File: config.mk
export PLATFORM = sky130hd
export DESIGN_NAME = run_skip_dump_rle_decoder
export DESIGN_NICKNAME = d
export VERILOG_FILES = /design/src/rtl/rsd_pkg.sv /design/src/rtl/run_skip_dump_rle_decoder.sv /design/src/rtl/rsd_decode.sv /design/src/rtl/rsd_out_buf.sv
export SDC_FILE = /design/constraint.sdc
export NUM_CORES = 1
export LEC_CHECK = 0
export BUFFER_PORTS_ARGS = -buffer_cell sky130_fd_sc_hd__buf_2
export CAP_MARGIN = 20
export CORE_MARGIN = 2
export CORE_UTILIZATION = 50
export DETAILED_ROUTE_END_ITERATION = 8
export PLACE_DENSITY = 0.74
export RECOVER_POWER = 100
export SETUP_SLACK_MARGIN = 0.1
export SYNTH_ARGS = -nofsm -noshare
export SYNTH_HDL_FRONTEND = slang
export SYNTH_SLANG_ARGS = --single-unit
File: constraint.sdc
create_clock -name aclk -period 9.1 [get_ports aclk]
set_input_delay 1.82 -clock aclk [delete_from_list [all_inputs] [get_ports aclk]]
set_output_delay 1.82 -clock aclk [all_outputs]
set_load 0.02 [all_outputs]
File: src/rtl/rsd_pkg.sv
`timescale 1ns / 1ps

package rsd_pkg;

    // Decoder phases
    localparam logic [2:0] PH_OPCODE = 3'd0;
    localparam logic [2:0] PH_SCOUNT = 3'd1;
    localparam logic [2:0] PH_RUNPIX = 3'd2;
    localparam logic [2:0] PH_WLO    = 3'd3;
    localparam logic [2:0] PH_WHI    = 3'd4;
    localparam logic [2:0] PH_DUMP   = 3'd5;
    localparam logic [2:0] PH_DONE   = 3'd6;

    // Command codes on the result channel
    localparam logic [1:0] CMD_LITERAL = 2'd0;
    localparam logic [1:0] CMD_FILL    = 2'd1;
    localparam logic [1:0] CMD_SKIP    = 2'd2;
    localparam logic [1:0] CMD_END     = 2'd3;

    // Opcode byte values
    localparam logic [7:0] OP_SHORT_RUN = 8'h00;
    localparam logic [7:0] OP_LONG      = 8'h80;

    // Largest frame the pixel writer takes; frame sizes saturate here.
    localparam logic [16:0] MAX_FRAME_PIXELS = 17'h10000;
    localparam logic [16:0] FRAME_PIXELS_RESET = 17'd64000;

    typedef struct packed {
        logic [7:0]  pixel_value;
        logic [14:0] length;
        logic [16:0] position;
        logic [1:0]  command;
    } rsd_result_t;

endpackage

File: src/rtl/run_skip_dump_rle_decoder.sv
`timescale 1ns / 1ps

// Channel  | Direction | Contents
// ---------+-----------+------------------------------------------------------------
// s_       | in        | one compressed stream byte per transaction, frame start flag
// m_       | out       | one pixel-writer command per transaction (literal/fill/skip/end)
// cfg_     | in        | frame size register write
//
// Every input transaction is decoded in the cycle it is accepted; its command, if any,
// is registered into the output register, or the skid register if the output stalls.
// The rate is one byte per clock while s_tready is high, set by the single decode stage.
// Reset (aresetn low, synchronous) clears the decoder and sets the frame size to
// 64000; bytes before the first frame start are dropped. When m_tready is low,
// a second command parks in the skid register and s_tready drops until it drains.
module run_skip_dump_rle_decoder (
    input  logic        aclk,
    input  logic        aresetn,
    // Input stream
    input  logic        s_tvalid,
    output logic        s_tready,
    input  logic [7:0]  s_tdata,   // [7:0] byte_in
    input  logic [0:0]  s_tuser,   // [0] frame_start
    // Command stream
    output logic        m_tvalid,
    input  logic        m_tready,
    output logic [39:0] m_tdata,   // [16:0] position, [31:17] length, [39:32] pixel_value
    output logic [1:0]  m_tuser,   // [1:0] command
    // Configuration
    input  logic        cfg_wr_en,
    input  logic [16:0] cfg_wr_data
);

    logic                 accept;
    logic                 res_valid;
    rsd_pkg::rsd_result_t res;
    rsd_pkg::rsd_result_t m_res;
    logic [16:0]          frame_pixels_reg;

    // The frame size is sampled by the decoder only at a frame start.
    always_ff @(posedge aclk) begin
        if (!aresetn) begin
            frame_pixels_reg <= rsd_pkg::FRAME_PIXELS_RESET;
        end else if (cfg_wr_en) begin
            frame_pixels_reg <= cfg_wr_data;
        end
    end

    assign accept = s_tvalid && s_tready;

    rsd_decode u_decode (
        .aclk         (aclk),
        .aresetn      (aresetn),
        .in_accept    (accept),
        .in_byte      (s_tdata),
        .in_start     (s_tuser[0]),
        .frame_pixels (frame_pixels_reg),
        .res_valid    (res_valid),
        .res          (res)
    );

    // Only accepted bytes that produce a command are pushed to the output side.
    rsd_out_buf u_out_buf (
        .aclk      (aclk),
        .aresetn   (aresetn),
        .in_valid  (accept && res_valid),
        .in_ready  (s_tready),
        .in_data   (res),
        .out_valid (m_tvalid),
        .out_ready (m_tready),
        .out_data  (m_res)
    );

    assign m_tdata = {m_res.pixel_value, m_res.length, m_res.position};
    assign m_tuser = m_res.command;

endmodule

File: src/rtl/rsd_decode.sv
`timescale 1ns / 1ps

module rsd_decode (
    input  logic                 aclk,
    input  logic                 aresetn,
    input  logic                 in_accept,
    input  logic [7:0]           in_byte,
    input  logic                 in_start,
    input  logic [16:0]          frame_pixels,
    output logic                 res_valid,
    output rsd_pkg::rsd_result_t res
);

    logic [2:0]  phase_reg, phase_next;
    logic [14:0] pending_reg, pending_next;
    logic [7:0]  wlo_reg, wlo_next;
    logic [16:0] remain_reg, remain_next;
    logic [16:0] wpos_reg, wpos_next;

    // State as seen after an optional frame start
    logic [2:0]  eff_phase;
    logic [14:0] eff_pending;
    logic [7:0]  eff_wlo;
    logic [16:0] eff_remain;
    logic [16:0] eff_wpos;
    logic [16:0] start_remain;

    // Shared clip and advance path
    logic        adv_en;
    logic [14:0] clip_req;
    logic [14:0] clip_len;
    logic [16:0] adv_remain;
    logic [15:0] word;

    assign start_remain = (frame_pixels < rsd_pkg::MAX_FRAME_PIXELS) ?
                          frame_pixels : rsd_pkg::MAX_FRAME_PIXELS;
    assign word = {in_byte, eff_wlo};

    always_comb begin
        if (in_start) begin
            eff_remain  = start_remain;
            eff_wpos    = '0;
            eff_pending = '0;
            eff_wlo     = '0;
            eff_phase   = (start_remain == '0) ? rsd_pkg::PH_DONE : rsd_pkg::PH_OPCODE;
        end else begin
            eff_remain  = remain_reg;
            eff_wpos    = wpos_reg;
            eff_pending = pending_reg;
            eff_wlo     = wlo_reg;
            eff_phase   = phase_reg;
        end
    end

    assign clip_len   = ({2'b00, clip_req} < eff_remain) ? clip_req : eff_remain[14:0];
    assign adv_remain = eff_remain - {2'b00, clip_len};

    always_comb begin
        phase_next   = eff_phase;
        pending_next = eff_pending;
        wlo_next     = eff_wlo;
        remain_next  = eff_remain;
        wpos_next    = eff_wpos;
        adv_en       = 1'b0;
        clip_req     = '0;
        res_valid    = 1'b0;
        res          = '0;
        res.position = eff_wpos;

        if (eff_remain != '0 && eff_phase < rsd_pkg::PH_DONE) begin
            unique case (eff_phase)
                rsd_pkg::PH_OPCODE: begin
                    if (in_byte == rsd_pkg::OP_SHORT_RUN) begin
                        phase_next = rsd_pkg::PH_SCOUNT;
                    end else if (in_byte < rsd_pkg::OP_LONG) begin
                        pending_next = {7'd0, in_byte};
                        phase_next   = rsd_pkg::PH_DUMP;
                    end else if (in_byte == rsd_pkg::OP_LONG) begin
                        phase_next = rsd_pkg::PH_WLO;
                    end else begin
                        // Short skip
                        clip_req    = {8'd0, in_byte[6:0]};
                        adv_en      = 1'b1;
                        phase_next  = rsd_pkg::PH_OPCODE;
                        res.command = rsd_pkg::CMD_SKIP;
                        res.length  = clip_len;
                        res_valid   = (clip_len != '0);
                    end
                end
                rsd_pkg::PH_SCOUNT: begin
                    pending_next = {7'd0, in_byte};
                    phase_next   = rsd_pkg::PH_RUNPIX;
                end
                rsd_pkg::PH_RUNPIX: begin
                    clip_req        = eff_pending;
                    adv_en          = 1'b1;
                    pending_next    = '0;
                    phase_next      = rsd_pkg::PH_OPCODE;
                    res.command     = rsd_pkg::CMD_FILL;
                    res.length      = clip_len;
                    res.pixel_value = in_byte;
                    res_valid       = (clip_len != '0);
                end
                rsd_pkg::PH_WLO: begin
                    wlo_next   = in_byte;
                    phase_next = rsd_pkg::PH_WHI;
                end
                rsd_pkg::PH_WHI: begin
                    if (word == '0) begin
                        // End-of-frame marker
                        res.command = rsd_pkg::CMD_END;
                        res_valid   = 1'b1;
                        phase_next  = rsd_pkg::PH_DONE;
                    end else if (!word[15]) begin
                        // Long skip
                        clip_req    = word[14:0];
                        adv_en      = 1'b1;
                        phase_next  = rsd_pkg::PH_OPCODE;
                        res.command = rsd_pkg::CMD_SKIP;
                        res.length  = clip_len;
                        res_valid   = (clip_len != '0);
                    end else if (word[14]) begin
                        pending_next = {1'b0, word[13:0]};
                        phase_next   = rsd_pkg::PH_RUNPIX;
                    end else begin
                        pending_next = {1'b0, word[13:0]};
                        phase_next   = (word[13:0] == '0) ? rsd_pkg::PH_OPCODE :
                                                            rsd_pkg::PH_DUMP;
                    end
                end
                rsd_pkg::PH_DUMP: begin
                    clip_req        = 15'd1;
                    adv_en          = 1'b1;
                    pending_next    = eff_pending - 15'd1;
                    phase_next      = (eff_pending == 15'd1) ? rsd_pkg::PH_OPCODE :
                                                               rsd_pkg::PH_DUMP;
                    res.command     = rsd_pkg::CMD_LITERAL;
                    res.length      = 15'd1;
                    res.pixel_value = in_byte;
                    res_valid       = 1'b1;
                end
                default: begin
                end
            endcase

            if (adv_en) begin
                wpos_next   = eff_wpos + {2'b00, clip_len};
                remain_next = adv_remain;
                if (adv_remain == '0) begin
                    phase_next = rsd_pkg::PH_DONE;
                end
            end
        end
    end

    always_ff @(posedge aclk) begin
        if (!aresetn) begin
            phase_reg   <= rsd_pkg::PH_OPCODE;
            pending_reg <= '0;
            wlo_reg     <= '0;
            remain_reg  <= '0;
            wpos_reg    <= '0;
        end else if (in_accept) begin
            phase_reg   <= phase_next;
            pending_reg <= pending_next;
            wlo_reg     <= wlo_next;
            remain_reg  <= remain_next;
            wpos_reg    <= wpos_next;
        end
    end

endmodule

File: src/rtl/rsd_out_buf.sv
`timescale 1ns / 1ps

module rsd_out_buf (
    input  logic                 aclk,
    input  logic                 aresetn,
    input  logic                 in_valid,
    output logic                 in_ready,
    input  rsd_pkg::rsd_result_t in_data,
    output logic                 out_valid,
    input  logic                 out_ready,
    output rsd_pkg::rsd_result_t out_data
);

    logic                 out_valid_reg;
    rsd_pkg::rsd_result_t out_data_reg;
    logic                 skid_valid_reg;
    rsd_pkg::rsd_result_t skid_data_reg;
    logic                 out_free;

    assign out_free  = !out_valid_reg || out_ready;
    assign in_ready  = !skid_valid_reg;
    assign out_valid = out_valid_reg;
    assign out_data  = out_data_reg;

    always_ff @(posedge aclk) begin
        if (!aresetn) begin
            out_valid_reg  <= 1'b0;
            skid_valid_reg <= 1'b0;
        end else if (out_free) begin
            if (skid_valid_reg) begin
                out_valid_reg  <= 1'b1;
                skid_valid_reg <= 1'b0;
            end else begin
                out_valid_reg <= in_valid;
            end
        end else if (in_valid) begin
            skid_valid_reg <= 1'b1;
        end
    end

    always_ff @(posedge aclk) begin
        if (out_free) begin
            if (skid_valid_reg) begin
                out_data_reg <= skid_data_reg;
            end else if (in_valid) begin
                out_data_reg <= in_data;
            end
        end else if (in_valid) begin
            skid_data_reg <= in_data;
        end
    end

endmodule
==> flow_summary.toml, run 1 <==
[sta]
period_needed_ns = 8.509
setup-tns-final_ns = 0
skew_ns = 0.01364
finalSetupViolCount = 0
hold_violations = 0
rsz0062_at_grt = "false"
max-slew-margin-rel_pct = -6.300
max_freq_mhz = 117.5
fin_crit_sh_pct = 93.50
tightest_slew_ns = 1.572
slew_viol_final = 9
fin_ws_ns = 0.5913

[synthesis]
yosys.area.top_type = "edfxtp_1"
synth_warnings = 0
synthCells = 1216
yosys.area.top_type_share_pct = 23.66
synth_cell_types = 90
syn-num-nets = 1291
synth_edf_count = 84
avgSynthCellArea_sq_um = 8.769
seq_area_frac_synth_pct = 38.49
synth-async-reset-ratio_pct = 0
synth.area.top_cells = "edfxtp_1, dfxtp_1, ha_1"
syn_area_sq_mm = 0.01066
synth_ff_type = "edfxtp_1"
ys_ff_latch = 163

[clock_tree]
holdBufCountCts = 0
cts_buffer_depth = 2
cts.sinks = 163
clk_pin_slew_ns = 0.08
clk_latency_ns = 0.45
cts_tree = "done"
cts-resized-gates = 0
cts_setup_buffers = 0
numCtsBuffers = 17
cts_max_level = 4
ctsRootBufferMaster = "clkbuf_16"

[grt]
antenna_found_initial = 0
grtUsageTotal_pct = 28.66
grt_pass1_vias = 9050
grt_pass1_wl_microns = 50380
grt_max_degree = 43
overflow = 0

[outcome]
violations = "max-capacitance violations, max-slew violations"
outcome = "finished with violations"

[setup_path]
path_class = "primary input to flop"
max_stage_delay_ns = 0.64
cp_num_buf_inv = 3
crit_path_start_kind = "primary input"
critPathArrivalTime_ns = 8.87
worst-path-max-fanout = 21
endpoint_kind = "flop"
crit_family = "compound AO/OA/AOI/OAI gates"
required_ns = 9.46
slowest_stage = "or4b_4"

[floorplan]
rows = 53
dieArea_sq_mm = 0.02251
die_x_microns = 150.0
die_h_microns = 150.0
ios = 75
core_sq_mm = 0.02096
start_util_pct = 50.88

[drt]
drt-pass1-iter-count = 6
drc = 0
via_per_inst = 6.352
routed_wl_microns = 31820
drt_iter0_drc = 1148
routed-via-count = 9967
ant_nets = 0
avgRoutedWirePerCell_microns = 20.28

[run]
max-cap-violations = 1

[final_layout]
num_antenna_cells = 0
finalNetCount = 1356
fill_cells = 1890
final_cell_mix = "nor2_1, nand2_1, edfxtp_1"
finish.utilization_pct = 56.74
layout-drive-gt1-share_pct = 11.67
layout_commonest_cell = "nor2_1"
area_delta_synth_final_pct = 11.50

[power]
ir_worst_vdd_v = 0.0001411
p_per_area_mw_per_mm2 = 178.9
leakage_nw = 4.695

[place]
dp_slack_ns = 0.2871
gp_congestion = 0.9681
dp_hpwl_microns = 22660
portBuffers = 74

[min_path]
hp-class = "flop to flop"
-- cell usage after synthesis (all sizes together) (28+ instances only) --
| cell | instances |
|---|---|
| clkbuf | 55 |
| a22oi | 29 |
| nand3 | 28 |
| mux2i | 31 |
| a21oi | 76 |
| o21ai | 77 |
| dfxtp | 79 |
| inv | 59 |
| nor3 | 32 |
| ha | 42 |
| nand2 | 114 |
| nor2 | 129 |
| edfxtp | 84 |
-- through the flow --
step,instances,hold slack [ns],power (mW),cell area [sq um]
final,1569,0.4601,2.127,11890
after global routing,1569,0.4894,2.214,11890
after CTS,1569,0.4610,2.122,12020
after detailed placement,1537,0.4512,1.406,11430
after global placement,1537,0.4340,1.403,11430
after floorplan,1216,0.4274,1.243,10660
-- worst reg2reg max path: stages (launching register included) --
cell and delay, ns:
dfxtp_1 0.67, or4b_4 0.65, nor2_4 0.33, a21boi_1 0.48
a32oi_1 0.11, nor3_1 0.24, ha_1 0.31, a21oi_1 0.17
a21oi_1 0.09, o31ai_1 0.35, and3_1 0.31, nand2_1 0.21
buf_4 0.23, o21ai_0 0.57, ha_1 0.28, inv_1 0.06
o21bai_1 0.31, a2111oi_4 0.10, a311o_2 0.43, nor3_1 0.41
o211ai_1 0.18, and3_1 0.20, nor4_1 0.27, nand4_1 0.25
a311oi_1 0.31
-- routing by layer --
| layer | wire (microns) | GRT usage (%) | vias up |
|---|---|---|---|
| li1 | - | - | 4672 |
| met1 | 13840 | 40.68 | 4676 |
| met2 | 14010 | 43.81 | 537 |
| met3 | 2915 | 5.396 | 82 |
| met4 | 1049 | 9.764 | 0 |
| met5 | 0 | 0 | - |
-- cell families (layout without fill, tap and decap cells) --
kind of cell    after synthesis  in the layout  synth area share [%]
fa+ha+maj                    46             46                 5.492
mux                          56             56                 5.586
simple gates                451            451                 21.53
flops                       163            163                 38.49
xor+xnor                     20             20                 1.643
compound gates              349            349                 22.39
buf+inv                     131            209                 4.870
-- worst paths after layout --
kind	startpoint	endpoint	slack [ns]	cells past startpoint
setup / recovery	s_tuser	u_decode.phase_reg[1]	0.59	25
hold / removal	u_decode.wpos_reg[6]	u_decode.wpos_reg[6]	0.46	2
setup reg to reg	u_decode.phase_reg[2]	u_decode.phase_reg[1]	1.50	24
hold reg to reg	u_decode.wpos_reg[6]	u_decode.wpos_reg[6]	0.46	2
-- report_power, final --
part	leakage, nW	total (mW)	switching (mW)	internal, mW
Combinational	2.94	0.560	0.366	0.195
Sequential	1.47	0.840	0.0275	0.812
Clock	0.286	0.727	0.359	0.368
-- cell type report --
type / count / area [sq um] / share of cell area, %
Multi-Input combinational cell: 922 / 6026 / 50.68
Sequential cell: 163 / 4104 / 34.52
Timing Repair Buffer: 118 / 609.3 / 5.125
Clock buffer: 18 / 429.2 / 3.610
Tap cell: 275 / 344.1 / 2.894
Inverter: 59 / 221.5 / 1.863
Clock inverter: 14 / 155.1 / 1.305
(Power assumes the default switching activity.)
==> run 2, diff against run 1 <==
Settings changed: PLACE_DENSITY 0.74 to 0.76.
==> flow_summary.toml, run 2 (same netlist as run 1, synthesis figures left out) <==
[outcome]
outcome = "finished, final reports clean"

[setup_path]
crit_path_start_kind = "primary input"
reg2reg_from = "frame_pixels_reg[16]"
required_ns = 9.45
endpoint_kind = "flop"
worst-path-max-fanout = 24
max_stage_delay_ns = 0.56
path_class = "primary input to flop"
startpoint = "s_tuser"
endpoint = "u_decode.phase_reg[1]"
slowest_stage = "or4_1"
worstReg2RegEnd = "u_decode.phase_reg[1]"
cp_common_cell = "clkbuf_1"
critPathArrivalTime_ns = 8.88
ff2ff_path_depth = 27
rrSetupSlack_ns = 1.59

[sta]
period_needed_ns = 8.529
finalSetupViolCount = 0
max_freq_mhz = 117.3
hold_violations = 0
tightest_slew_ns = 1.162
slew_viol_final = 0
holdWs_ns = 0.4527
setup-tns-final_ns = 0
skew_ns = 0.01453
max-slew-margin-rel_pct = 22.55
rsz0062_at_grt = "false"
fin_crit_sh_pct = 93.72

[clock_tree]
cts_max_level = 4
cts_tree = "done"
numCtsBuffers = 17
cts.sinks = 163
cts_setup_buffers = 0
cts_buffer_depth = 2
clk_latency_ns = 0.45
ctsRootBufferMaster = "clkbuf_16"
clk_pin_slew_ns = 0.07

[place]
post_dp_cell_area_sq_mm = 0.01138
portBuffers = 74
gp_congestion = 0.9809
dp_hpwl_microns = 22770

[grt]
overflow = 0
grtUsageTotal_pct = 28.92
grt_max_degree = 65
grt_pass1_vias = 9066
grt_pass1_wl_microns = 50380
antenna_found_initial = 1

[drt]
ant_nets = 0
avgRoutedWirePerCell_microns = 20.79
drt-pass1-iter-count = 6
drc = 0
via_per_inst = 6.360
routed-via-count = 9947
routed_wl_microns = 32520
drt_iter0_drc = 1157

[min_path]
hp-class = "flop to flop"

[power]
p_clk_share_pct = 34.5
p_sw_share_pct = 35.30
p_per_area_mw_per_mm2 = 179.9
p_switching_mw = 0.7543
leakage_nw = 4.663
pwr-share-seq_pct = 39.4
ir_worst_vdd_v = 0.0001262
internal_power_mw = 1.382
combPwrFrac_pct = 26.1

[final_layout]
area_delta_synth_final_pct = 11.38
design_area_sq_mm = 0.01188
final_cell_mix = "nor2_1, nand2_1, edfxtp_1"
finalNetCount = 1350
layout_commonest_cell = "nor2_1"
layout-drive-gt1-share_pct = 11.41

[run]
max-cap-violations = 0

[floorplan]
start_util_pct = 50.88
die_x_microns = 150.0
core_sq_mm = 0.02096
ios = 75
dieArea_sq_mm = 0.02251
die_h_microns = 150.0
rows = 53
run 2: worst min path at each step:
| stage | startpoint | end | slack [ns] | cells past startpoint |
|---|---|---|---|---|
| after floorplan | u_decode.wpos_reg[6] | u_decode.wpos_reg[6] | 0.43 | 2 |
| after global placement | u_decode.wpos_reg[6] | u_decode.wpos_reg[6] | 0.44 | 2 |
| after detailed placement | u_decode.wpos_reg[6] | u_decode.wpos_reg[6] | 0.44 | 2 |
| after CTS | u_decode.wpos_reg[6] | u_decode.wpos_reg[6] | 0.45 | 2 |
| after global routing | u_decode.wpos_reg[14] | u_decode.wpos_reg[14] | 0.49 | 1 |
| final | u_decode.wpos_reg[7] | u_decode.wpos_reg[7] | 0.45 | 2 |
run 2: power groups by stage:
stage	clock [mW]	sequential, mW	combinational (mW)
after floorplan	0	0.866	0.377
after global placement	0	0.854	0.545
after detailed placement	0	0.856	0.548
after CTS	0.744	0.839	0.553
after global routing	0.769	0.845	0.606
final	0.737	0.841	0.559
run 2: what timing repair did:
item | in CTS | in global routing
gates resized for setup | 0 | 2
hold buffers | 0 | 0
setup endpoints to repair | 0 | 2
run 2: layout make-up:
class | count | area (sq um)
Multi-Input combinational cell | 922 | 6046
Fill cell | 1940 | 9079
Antenna cell | 1 | 2.502
Timing Repair Buffer | 112 | 556.8
Clock buffer | 18 | 439.2
Inverter | 59 | 221.5
Tap cell | 275 | 344.1
Sequential cell | 163 | 4104
Clock inverter | 14 | 162.7
run 2: layer usage:
| metal | wire length [microns] | share of wire (%) | GRT usage (%) |
|---|---|---|---|
| met1 | 14140 | 43 | 40.01 |
| met2 | 14600 | 45 | 44.91 |
| met3 | 2789 | 8.6 | 5.823 |
| met4 | 1000 | 3.1 | 10.42 |
| met5 | 0 | 0 | 0 |
run 2: through the flow:
stage          power (mW)  setup slack [ns]  instances  util [%]
4_1_cts             2.136            0.8451       1563     57.18
2_1_floorplan       1.243             1.231       1216         -
6_report            2.136            0.5712       1564     56.68
3_5_place_dp        1.404            0.4041       1531     54.31
5_1_grt             2.220           0.09684       1563     56.66
3_3_place_gp        1.400            0.5332       1531     54.31
run 2: critical path, delay by kind of cell:
kind / cells / cell delay (ns)
buffers and inverters: 6 / 1.85
AOI/OAI and AO/OA: 7 / 1.53
adders and majority gates: 2 / 0.67
and+or+nand+nor: 12 / 2.98
